**config.mk**
```make
export PLATFORM = sky130hd
export DESIGN_NAME = can_frame_ring_queue_top
export DESIGN_NICKNAME = d
export VERILOG_FILES = /design/src/rtl/core/cfrq_pkg.sv /design/src/rtl/core/cfrq_cell.sv /design/src/rtl/core/cfrq_chain.sv /design/src/rtl/core/can_frame_ring_queue_top.sv
export VERILOG_INCLUDE_DIRS = /design/src /design/src/rtl/core
export SDC_FILE = /design/constraint.sdc
export NUM_CORES = 2
export LEC_CHECK = 0
export BUFFER_PORTS_ARGS = -buffer_cell sky130_fd_sc_hd__buf_2
export CAP_MARGIN = 20
export CORE_UTILIZATION = 35
export DETAILED_ROUTE_END_ITERATION = 10
export HOLD_SLACK_MARGIN = 0.03
export PLACE_DENSITY = 0.54
export SLEW_MARGIN = 20
export SYNTH_ARGS = -nofsm -noshare
export SYNTH_HDL_FRONTEND = slang
export SYNTH_SLANG_ARGS = --single-unit
```
**constraint.sdc**
```tcl
create_clock -name clock -period 8.79 [get_ports clock]
set_input_delay 0 -clock clock [delete_from_list [all_inputs] [get_ports clock]]
set_output_delay 0 -clock clock [all_outputs]
set_load 0.01 [all_outputs]
```
**src/rtl/core/can_frame_ring_queue_top_macros.svh**
```systemverilog
// ----------------------------------------------------------------------------
// CAN frame ring queue assertion macros
// Shared concurrent assertion forms for the queue RTL.
// ----------------------------------------------------------------------------
`ifndef CAN_FRAME_RING_QUEUE_TOP_MACROS_SVH
`define CAN_FRAME_RING_QUEUE_TOP_MACROS_SVH

// The condition holds at every clock edge outside reset.
`define CFRQ_ASSERT_ALWAYS(label, clk, rst, cond) \
   label: assert property (@(posedge clk) disable iff (rst) (cond)) \
      else $error("cfrq invariant violated");

// When the trigger holds, the outcome holds in the next cycle.
`define CFRQ_ASSERT_NEXT(label, clk, rst, trig, outcome) \
   label: assert property (@(posedge clk) disable iff (rst) (trig) |=> (outcome)) \
      else $error("cfrq next-cycle check failed");

`endif

```
**src/rtl/core/cfrq_pkg.sv**
```systemverilog
// ----------------------------------------------------------------------------
// CAN frame ring queue package
// Sizes, codes, transfer structs and the byte masking function.
// ----------------------------------------------------------------------------
`default_nettype none

package cfrq_pkg;

   localparam int DEPTH     = 32;
   localparam int NUM_CELLS = DEPTH - 1;
   localparam int CNT_W     = $clog2(DEPTH);
   localparam int LVL_W     = 5;
   localparam int ID_W      = 32;
   localparam int LEN_W     = 4;
   localparam int DATA_W    = 64;
   localparam int BYTES     = 8;
   localparam int MAX_LEN   = 8;
   localparam int DROP_W    = 32;

   typedef enum logic [1:0] {
      OP_PUSH  = 2'd0,
      OP_POP   = 2'd1,
      OP_CLEAR = 2'd2,
      OP_NOP   = 2'd3
   } op_type;

   typedef enum logic [1:0] {
      ST_OK       = 2'd0,
      ST_DROPPED  = 2'd1,
      ST_BAD_LEN  = 2'd2,
      ST_EMPTY    = 2'd3
   } status_type;

   typedef struct packed {
      op_type              op;
      logic [ID_W-1:0]     push_id;
      logic [LEN_W-1:0]    push_len;
      logic [DATA_W-1:0]   push_data;
   } req_type;

   typedef struct packed {
      status_type          status;
      logic [ID_W-1:0]     pop_id;
      logic [LEN_W-1:0]    pop_len;
      logic [DATA_W-1:0]   pop_data;
      logic [LVL_W-1:0]    fill_level;
      logic [LVL_W-1:0]    fill_peak;
      logic [DROP_W-1:0]   dropped_count;
   } rsp_type;

   typedef struct packed {
      logic [ID_W-1:0]     id;
      logic [LEN_W-1:0]    len;
      logic [DATA_W-1:0]   data;
   } frame_type;

   typedef struct packed {
      logic                load;
      logic                shift;
   } cell_ctl_type;

   typedef struct packed {
      logic                push;
      logic                pop;
      logic [CNT_W-1:0]    slot;
   } chain_cmd_type;

   function automatic logic [DATA_W-1:0] mask_bytes(input logic [LEN_W-1:0] len,
                                                    input logic [DATA_W-1:0] data);
      logic [DATA_W-1:0] res;
      res = data;
      for (int b = 0; b < BYTES; b++) begin
         if (LEN_W'(b) >= len) begin
            res[b*8 +: 8] = 8'h00;
         end
      end
      return res;
   endfunction

endpackage

`default_nettype wire

```
**src/rtl/core/cfrq_cell.sv**
```systemverilog
// ----------------------------------------------------------------------------
// CAN frame ring queue cell
// Holds one frame; loads a new frame or takes its upper neighbor's frame.
// ----------------------------------------------------------------------------
`default_nettype none

module cfrq_cell (
   input  wire                    clock,
   input  cfrq_pkg::cell_ctl_type ctl,
   input  cfrq_pkg::frame_type    load_frame,
   input  cfrq_pkg::frame_type    shift_frame,
   output cfrq_pkg::frame_type    frame
);
   import cfrq_pkg::*;

   frame_type frame_ff;
   frame_type frame_in;

   always_comb begin
      frame_in = frame_ff;
      if (ctl.load) begin
         frame_in = load_frame;
      end else if (ctl.shift) begin
         frame_in = shift_frame;
      end
   end

   always_ff @(posedge clock) begin
      frame_ff <= frame_in;
   end

   assign frame = frame_ff;

endmodule

`default_nettype wire

```
**src/rtl/core/cfrq_chain.sv**
```systemverilog
// ----------------------------------------------------------------------------
// CAN frame ring queue cell chain
// Row of frame cells; the oldest frame sits in cell zero.
// ----------------------------------------------------------------------------
`default_nettype none

module cfrq_chain (
   input  wire                     clock,
   input  cfrq_pkg::chain_cmd_type cmd,
   input  cfrq_pkg::frame_type     push_frame,
   output cfrq_pkg::frame_type     head_frame
);
   import cfrq_pkg::*;

   frame_type    cell_frame [NUM_CELLS];
   frame_type    cell_src   [NUM_CELLS];
   cell_ctl_type cell_ctl   [NUM_CELLS];

   for (genvar i = 0; i < NUM_CELLS; i++) begin : g_cell
      if (i == NUM_CELLS - 1) begin : g_last
         assign cell_src[i] = '0;
      end else begin : g_mid
         assign cell_src[i] = cell_frame[i+1];
      end

      assign cell_ctl[i].load  = cmd.push && (cmd.slot == CNT_W'(i));
      assign cell_ctl[i].shift = cmd.pop;

      cfrq_cell u_cell (
         .clock       (clock),
         .ctl         (cell_ctl[i]),
         .load_frame  (push_frame),
         .shift_frame (cell_src[i]),
         .frame       (cell_frame[i])
      );
   end

   assign head_frame = cell_frame[0];

endmodule

`default_nettype wire

```
**src/rtl/core/can_frame_ring_queue_top.sv**
```systemverilog
// Results are registered: a result appears in the cycle after its request transfer.
// Throughput: one request per cycle while req_stall is low; each operation is a single step of the
// cell chain (push loads one cell, pop shifts every cell toward the head).
// Reset clears the fill count, watermark, drop counter and result valid.
// Frame cells are not cleared; no clearing pass is needed after reset.
// ----------------------------------------------------------------------------
// CAN frame ring queue top level
// Frame FIFO with fill tracking, high watermark and a wrapping drop counter.
// ----------------------------------------------------------------------------
`default_nettype none

module can_frame_ring_queue_top (
   input  wire               clock,
   input  wire               reset,
   input  wire               req_valid,
   output logic              req_stall,
   input  cfrq_pkg::req_type req_data,
   output logic              rsp_valid,
   input  wire               rsp_stall,
   output cfrq_pkg::rsp_type rsp_data
);
   import cfrq_pkg::*;
   `include "can_frame_ring_queue_top_macros.svh"

   logic [CNT_W-1:0]  fill_ff;
   logic [CNT_W-1:0]  fill_in;
   logic [CNT_W-1:0]  peak_ff;
   logic [CNT_W-1:0]  peak_in;
   logic [DROP_W-1:0] drop_ff;
   logic [DROP_W-1:0] drop_in;
   logic              rsp_valid_ff;
   logic              rsp_valid_in;
   rsp_type           rsp_data_ff;
   rsp_type           rsp_data_in;

   logic              accept;
   logic              is_full;
   logic              is_empty;
   logic              bad_len;
   logic [CNT_W-1:0]  fill_inc;
   chain_cmd_type     cmd;
   frame_type         push_frame;
   frame_type         head_frame;
   rsp_type           result;

   assign req_stall = rsp_valid_ff && rsp_stall;
   assign accept    = req_valid && !req_stall;
   assign is_full   = (fill_ff == CNT_W'(NUM_CELLS));
   assign is_empty  = (fill_ff == '0);
   assign bad_len   = (req_data.push_len > LEN_W'(MAX_LEN));
   assign fill_inc  = fill_ff + 1'b1;

   assign push_frame.id   = req_data.push_id;
   assign push_frame.len  = req_data.push_len;
   assign push_frame.data = mask_bytes(req_data.push_len, req_data.push_data);

   always_comb begin
      cmd      = '0;
      cmd.slot = fill_ff;
      fill_in  = fill_ff;
      peak_in  = peak_ff;
      drop_in  = drop_ff;
      result   = '0;
      result.status = ST_OK;
      if (accept) begin
         unique case (req_data.op)
            OP_PUSH: begin
               if (bad_len) begin
                  result.status = ST_BAD_LEN;
               end else if (is_full) begin
                  drop_in       = drop_ff + 1'b1;
                  result.status = ST_DROPPED;
               end else begin
                  cmd.push = 1'b1;
                  fill_in  = fill_inc;
                  if (fill_inc > peak_ff) begin
                     peak_in = fill_inc;
                  end
               end
            end
            OP_POP: begin
               if (is_empty) begin
                  result.status = ST_EMPTY;
               end else begin
                  cmd.pop        = 1'b1;
                  fill_in        = fill_ff - 1'b1;
                  result.pop_id   = head_frame.id;
                  result.pop_len  = head_frame.len;
                  result.pop_data = head_frame.data;
               end
            end
            OP_CLEAR: begin
               fill_in = '0;
               peak_in = '0;
               drop_in = '0;
            end
            default: begin
            end
         endcase
      end
      result.fill_level    = LVL_W'(fill_in);
      result.fill_peak     = LVL_W'(peak_in);
      result.dropped_count = drop_in;
   end

   assign rsp_valid_in = accept || req_stall;
   assign rsp_data_in  = accept ? result : rsp_data_ff;

   cfrq_chain u_chain (
      .clock      (clock),
      .cmd        (cmd),
      .push_frame (push_frame),
      .head_frame (head_frame)
   );

   always_ff @(posedge clock) begin
      if (reset) begin
         fill_ff      <= '0;
         peak_ff      <= '0;
         drop_ff      <= '0;
         rsp_valid_ff <= 1'b0;
      end else begin
         fill_ff      <= fill_in;
         peak_ff      <= peak_in;
         drop_ff      <= drop_in;
         rsp_valid_ff <= rsp_valid_in;
      end
   end

   always_ff @(posedge clock) begin
      rsp_data_ff <= rsp_data_in;
   end

   assign rsp_valid = rsp_valid_ff;
   assign rsp_data  = rsp_data_ff;

   `CFRQ_ASSERT_ALWAYS(a_fill_bound, clock, reset, fill_ff <= CNT_W'(NUM_CELLS))
   `CFRQ_ASSERT_ALWAYS(a_peak_covers_fill, clock, reset, peak_ff >= fill_ff)
   `CFRQ_ASSERT_NEXT(a_pop_shrinks, clock, reset,
      accept && (req_data.op == OP_POP) && !is_empty,
      fill_ff == $past(fill_ff) - 1'b1)
   `CFRQ_ASSERT_NEXT(a_drop_counts, clock, reset,
      accept && (req_data.op == OP_PUSH) && !bad_len && is_full,
      (drop_ff == $past(drop_ff) + 1'b1) && (rsp_data_ff.status == ST_DROPPED))

endmodule

`default_nettype wire

```
After elaboration in Yosys (flattened, before gate mapping)
Cells that the tools add are included.
Storage, ports and cells
  flip-flop bits (word level): 3287
  logic and storage cells: 314
Cells by class
  add/subtract/negate cells: 3
  magnitude comparators: 10
  equal/unequal tests: 33
  multiplexer cells: 94
  bitwise operators: 1
  reductions and logical operators: 69
Operators by type and width (number)
  2-to-1 mux 100 bit: 62
  2-to-1 mux 32 bit: 3
  equality test 5 bit (second input constant): 16
  2-to-1 mux 8 bit: 8
  one-hot mux 32 bit (2 select lines): 1
  nonzero test 2 bit: 31
  equality test 5 x 4 -> 1 bit (second input constant): 8
  2-to-1 mux 5 bit: 8
  logical AND 1 bit: 33
  adder 32 x 1 -> 32 bit (second input constant): 1
  equality test 5 x 3 -> 1 bit (second input constant): 4
  >= comparator 3 x 4 -> 1 bit (first input constant): 4
  one-hot mux 5 bit (3 select lines): 1
  equality test 5 x 2 -> 1 bit (second input constant): 2
  one-hot mux 5 bit (2 select lines): 1
  >= comparator 1 x 4 -> 1 bit (first input constant): 2
  >= comparator 2 x 4 -> 1 bit (first input constant): 2
  2-to-1 mux 1 bit: 6
  2-to-1 mux 2 bit: 3
  adder 5 x 1 -> 5 bit (second input constant): 1
  equality test 5 x 1 -> 1 bit (second input constant): 1
  > comparator 5 bit: 1
  logical NOT 5 bit: 1
  subtractor 5 x 1 -> 5 bit (second input constant): 1
  other kinds (9): 9

Logic depth before layout (Yosys ltp)
  depth after elaboration: 7
  mapped depth: 14

Hierarchy
From an unflattened synthesis, not the netlist that was laid out.
Second synthesis, totals
  cell total of the unflattened synthesis: 7301
  area total of the unflattened synthesis: 152872.9 um2
Modules (own cells, without submodules)
  cfrq_cell: times used 31, cells each 212, area each 4660.7 um2, seq. area each 3002.9 um2
  can_frame_ring_queue_top: times used 1, cells each 682, area each 8156.6 um2, seq. area each 5185.0 um2
  cfrq_chain: times used 1, cells each 47, area each 234.0 um2, seq. area each 0.0 um2

Least setup slack after synthesis
OpenSTA, ideal clock, no wires.
  path type: register to register
  start point: register fill_ff[0]
  end point: register u_chain.g_cell[25].u_cell.frame_ff (netlist bit u_chain.g_cell[25].u_cell.frame[0]), enable pin
  data arrival time: 8.965 ns
  required time: 8.092 ns
  setup slack: -0.873 ns
  cell stages (with the launch flop): 11
  path buffers: 3
  clock period less this slack: 9.663 ns
  cells stage by stage: dfxtp_1 ha_1 clkbuf_1 nand3_1 inv_1 ha_1 nor4_4 nand3b_1 buf_2 buf_2 o21ai_0
Between the ends
  cells in the longest elaborated chain, start to end: 7
RTL lines
  start: declaration: line can_frame_ring_queue_top.sv:25  | logic [CNT_W-1:0] fill_ff;
  start signal: assignment: line can_frame_ring_queue_top.sv:123  | fill_ff <= fill_in;
  equality test 5 bit: line can_frame_ring_queue_top.sv:48  | assign is_full = (fill_ff == CNT_W'(NUM_CELLS));
  2-to-1 mux 1 bit: line can_frame_ring_queue_top.sv:70  | end else if (is_full) begin
  2-to-1 mux 1 bit: line can_frame_ring_queue_top.sv:68  | if (bad_len) begin
  2-to-1 mux 1 bit: line can_frame_ring_queue_top.sv:66  | unique case (req_data.op)
  2-to-1 mux 2 bit: line can_frame_ring_queue_top.sv:65  | if (accept) begin
  logical AND 1 bit: line cfrq_chain.sv:26  | assign cell_ctl[i].load = cmd.push && (cmd.slot == CNT_W'(i));
  nonzero test 2 bit (no source line) *
  end signal: assignment: line cfrq_cell.sv:29  | frame_ff <= frame_in;
  end: declaration: line cfrq_cell.sv:16  | frame_type frame_ff;
Every way passes the cells marked *; elsewhere a longest branch is shown, timed or not.
A chain may end at the register's enable or synchronous reset.

==> results.py <==
metrics = {
    "cts": {
        "clk_pin_slew_ns": 0.06,
        "cts-resized-gates": 0,
        "cts_sinks": 3287,
        "cts_tree": "done",
        "clockRootBuffer": "clkbuf_16",
        "cts_setup_buffers": 0,
        "htree_levels": 5,
        "cts_buffers": 370,
        "clk_latency_ns": 0.94,
        "hold_buffers": 111,
        "clockBufferDepth": 4,
    },
    "cells_and_area": {
        "finish.utilization": 0.402,
        "synthToLayoutAreaGrowth_pct": 14.0,
        "nets": 8377,
        "drive_gt1_frac": 0.421,
        "instances_no_fill": 13800,
    },
    "yosys": {
        "yosysTopAreaCellShare": 0.703,
        "seq_area_frac_synth": 0.709,
        "synth_warnings": 0,
        "syn_nets": 8091,
        "synthArstFlopShare": 0,
        "synth_top_area_cell": "edfxtp_1",
        "synth_cells": 7971,
        "yosys-top-cells-area": "edfxtp_1 70%, mux2_2 21%, o21ai_0 1.3%",
        "synth_edf_count": 3244,
        "synth_area_um2": 139000,
        "avgSynthCellArea_um2": 17.4,
        "synth_ff_type": "edfxtp_1",
        "synth-seq-cells": 3287,
        "ys_types": 62,
    },
    "floorplan": {
        "fp.dieArea_um2": 399000,
        "rows": 230,
        "die_x_um": 631,
        "core_um2": 393000,
        "start_util": 0.352,
        "die_y_um": 631,
        "ios": 252,
    },
    "worst_setup_path": {
        "cp-start-kind": "flop",
        "cp_max_fo": 46,
        "worstPathArrival_ns": 5.97,
        "cpMaxStageDelayCell": "nor2_4",
        "max_stage_delay_ns": 0.89,
        "crit_type": "reg2reg",
        "crit_chain": "ha_1, nand3_1, inv_1, ha_1, nor4_4, nand2_2, nor2_4, buf_4, mux2_2",
        "crit_path_end_kind": "flop",
        "worstPathRequired_ns": 9.42,
        "critPathBufInv": 2,
        "cpMostUsedCell": "ha_1",
        "cpLargestDelayFamily": "simple AND/OR/NAND/NOR gates",
    },
    "drt": {
        "drtAntennaViolNets": 0,
        "first_iter_violations": 5961,
        "wl_um": 382000,
        "num_vias": 71900,
        "wl_per_cell_um": 27.7,
        "vias_per_cell": 5.22,
        "dr.pass1.iters": 5,
        "drc_errors": 0,
    },
    "power": {
        "p_leak_nw": 50.7,
        "totalPowerFinal_w": 0.0328,
        "p_per_area_nw_per_um2": 208,
        "ir_drop_mv": 0.155,
    },
    "grt": {
        "grt_use_total": 0.187,
        "overflow": 0,
        "grt_max_degree": 101,
        "antenna_found_initial": 42,
        "grt_pass1_vias": 73800,
        "grt_pass1_wl_um": 547000,
    },
    "timing": {
        "worst_slew_pin_slew_ns": 1.19,
        "rsz0062_at_grt": "false",
        "final-hold-violation-count": 0,
        "period_share": 0.608,
        "finClkSkew_ns": 0.0742,
        "fin_crit_ns": 5.34,
        "setup_viol": 0,
        "finalMaxSlewViolations": 0,
        "max_clock_freq_ghz": 0.187,
        "timing.slew.headroom": 0.207,
    },
    "place": {
        "io_buffers": 251,
        "dp_cells": 13000,
        "routabilityCongestion": 0.762,
        "hpwl_um": 203000,
    },
    "flow_run": {
        "max-cap-violations": 0,
    },
    "hold_path": {
        "holdCritPathClass": "in2reg",
    },
    "outcome": {
        "status": "finished, final reports clean",
    },
}
==> stage by stage <==
| step | setup TNS, ns | hold WS [ns] | cell area (um^2) | setup WS (ns) |
|---|---|---|---|---|
| 2_1_floorplan | -1964.53 | 0.121 | 139000 | -0.873 |
| 3_5_place_dp | 0 | 0.238 | 145000 | 3.10 |
| 4_1_cts | 0 | 0.0850 | 158000 | 3.12 |
| 5_1_grt | 0 | 0.132 | 158000 | 3.24 |
| 3_3_place_gp | 0 | 0.226 | 145000 | 3.26 |
| 6_report | 0 | 0.152 | 158000 | 3.45 |
==> where the power goes <==
part | total [W] | switching (W) | internal (W)
sequential | 0.0172 | 0.0000356 | 0.0171
combinational | 0.000747 | 0.000568 | 0.000179
clock | 0.0149 | 0.00639 | 0.00850
total | 0.0328 | 0.00699 | 0.0258
==> cells in the mapped netlist, types with 5 or more instances <==
cell type	number
a21o_1	5
a21oi_1	29
and2_0	64
and2_1	145
and3_1	6
buf_1	19
buf_2	131
buf_4	81
buf_6	51
clkbuf_1	357
dfxtp_1	43
edfxtp_1	3244
ha_1	14
inv_1	14
mux2_1	96
mux2_2	2584
nand2_1	434
nand3_1	30
nand4_1	16
nor2_1	121
nor2_2	6
nor2_4	11
nor3_1	9
nor4_1	8
o21ai_0	361
or3_1	10
xnor2_1	10
xor2_1	12
==> worst min-delay path, stage by stage <==
cell and delay (ns):
dlygate4sd3_1 0.53, buf_2 0.27, a31oi_1 0.20
==> routing by layer <==
metal	vias to the layer above	GRT usage	wire (um)
li1	31000	-	-
met3	501	0.0261	21000
met5	-	0	72
met4	10	0.0469	9130
met2	2037	0.309	181000
met1	38400	0.259	171000
==> flip-flops by register name, summed over array words and instances (netlist names) <==
signal	count
u_chain.g_cell.u_cell.frame	3100
peak_ff	5
fill_ff	5
rsp_valid	1
drop_ff	32
rsp_data	144
==> final timing paths <==
check	start	end	slack (ns)	cells after the start
worst min-delay path	reset	drop_ff[12]	0.15	3
worst max register to register	fill_ff[0]	u_chain.g_cell[5].u_cell.frame[11]	3.45	9
worst max-delay path	fill_ff[0]	u_chain.g_cell[5].u_cell.frame[11]	3.45	9
worst min register to register	u_chain.g_cell[0].u_cell.frame[25]	rsp_data[67]	0.47	1
==> area by class of cell <==
class,instances,area (um^2)
flip-flops and latches,3287,98300
diodes,6,15.0
fillers,35500,235000
repair buffers,553,4150
clock buffers,466,9710
inverters,16,67.6
multi-input cells,4029,37500
well taps,5220,6530
clock inverters,198,1750
==> cells in the final DEF (no fill, tap or decap), types with 5 or more instances in the layout <==
cell / count
dfxtp_1: 43
buf_4: 163
clkinv_1: 82
buf_2: 251
nor2_1: 115
nand2_4: 9
inv_6: 8
nand3_1: 28
inv_1: 13
ha_1: 14
clkbuf_1: 91
clkbuf_16: 374
o21ai_4: 26
xor2_1: 12
nor3_1: 9
clkinv_2: 65
or3_1: 10
nand2_1: 424
bufinv_16: 23
buf_12: 24
clkinvlp_4: 8
and2_0: 33
dlygate4sd3_1: 111
and3_1: 5
clkinv_16: 7
xnor2_1: 10
a21o_1: 5
o21ai_0: 335
nand4_1: 16
diode_2: 6
mux2_2: 2584
and2_1: 175
nor2_4: 22
nor4_1: 8
mux2_1: 96
edfxtp_1: 3244
a21oi_1: 29
==> kinds of logic (layout without fill, tap and decap cells) <==
group,Yosys count,in the layout,share of synthesized area
flip-flops,3287,3287,0.709
multiplexers,2680,2680,0.218
AND/OR/NAND/NOR,887,887,0.0307
buffers and inverters,655,1233,0.0239
AO/OA/AOI/OAI,426,426,0.0163
XOR/XNOR,22,22,0.00139
adder cells (fa/ha/maj),14,14,0.00126
other,0,6,0
No activity file was read; power rests on OpenSTA's default activity.
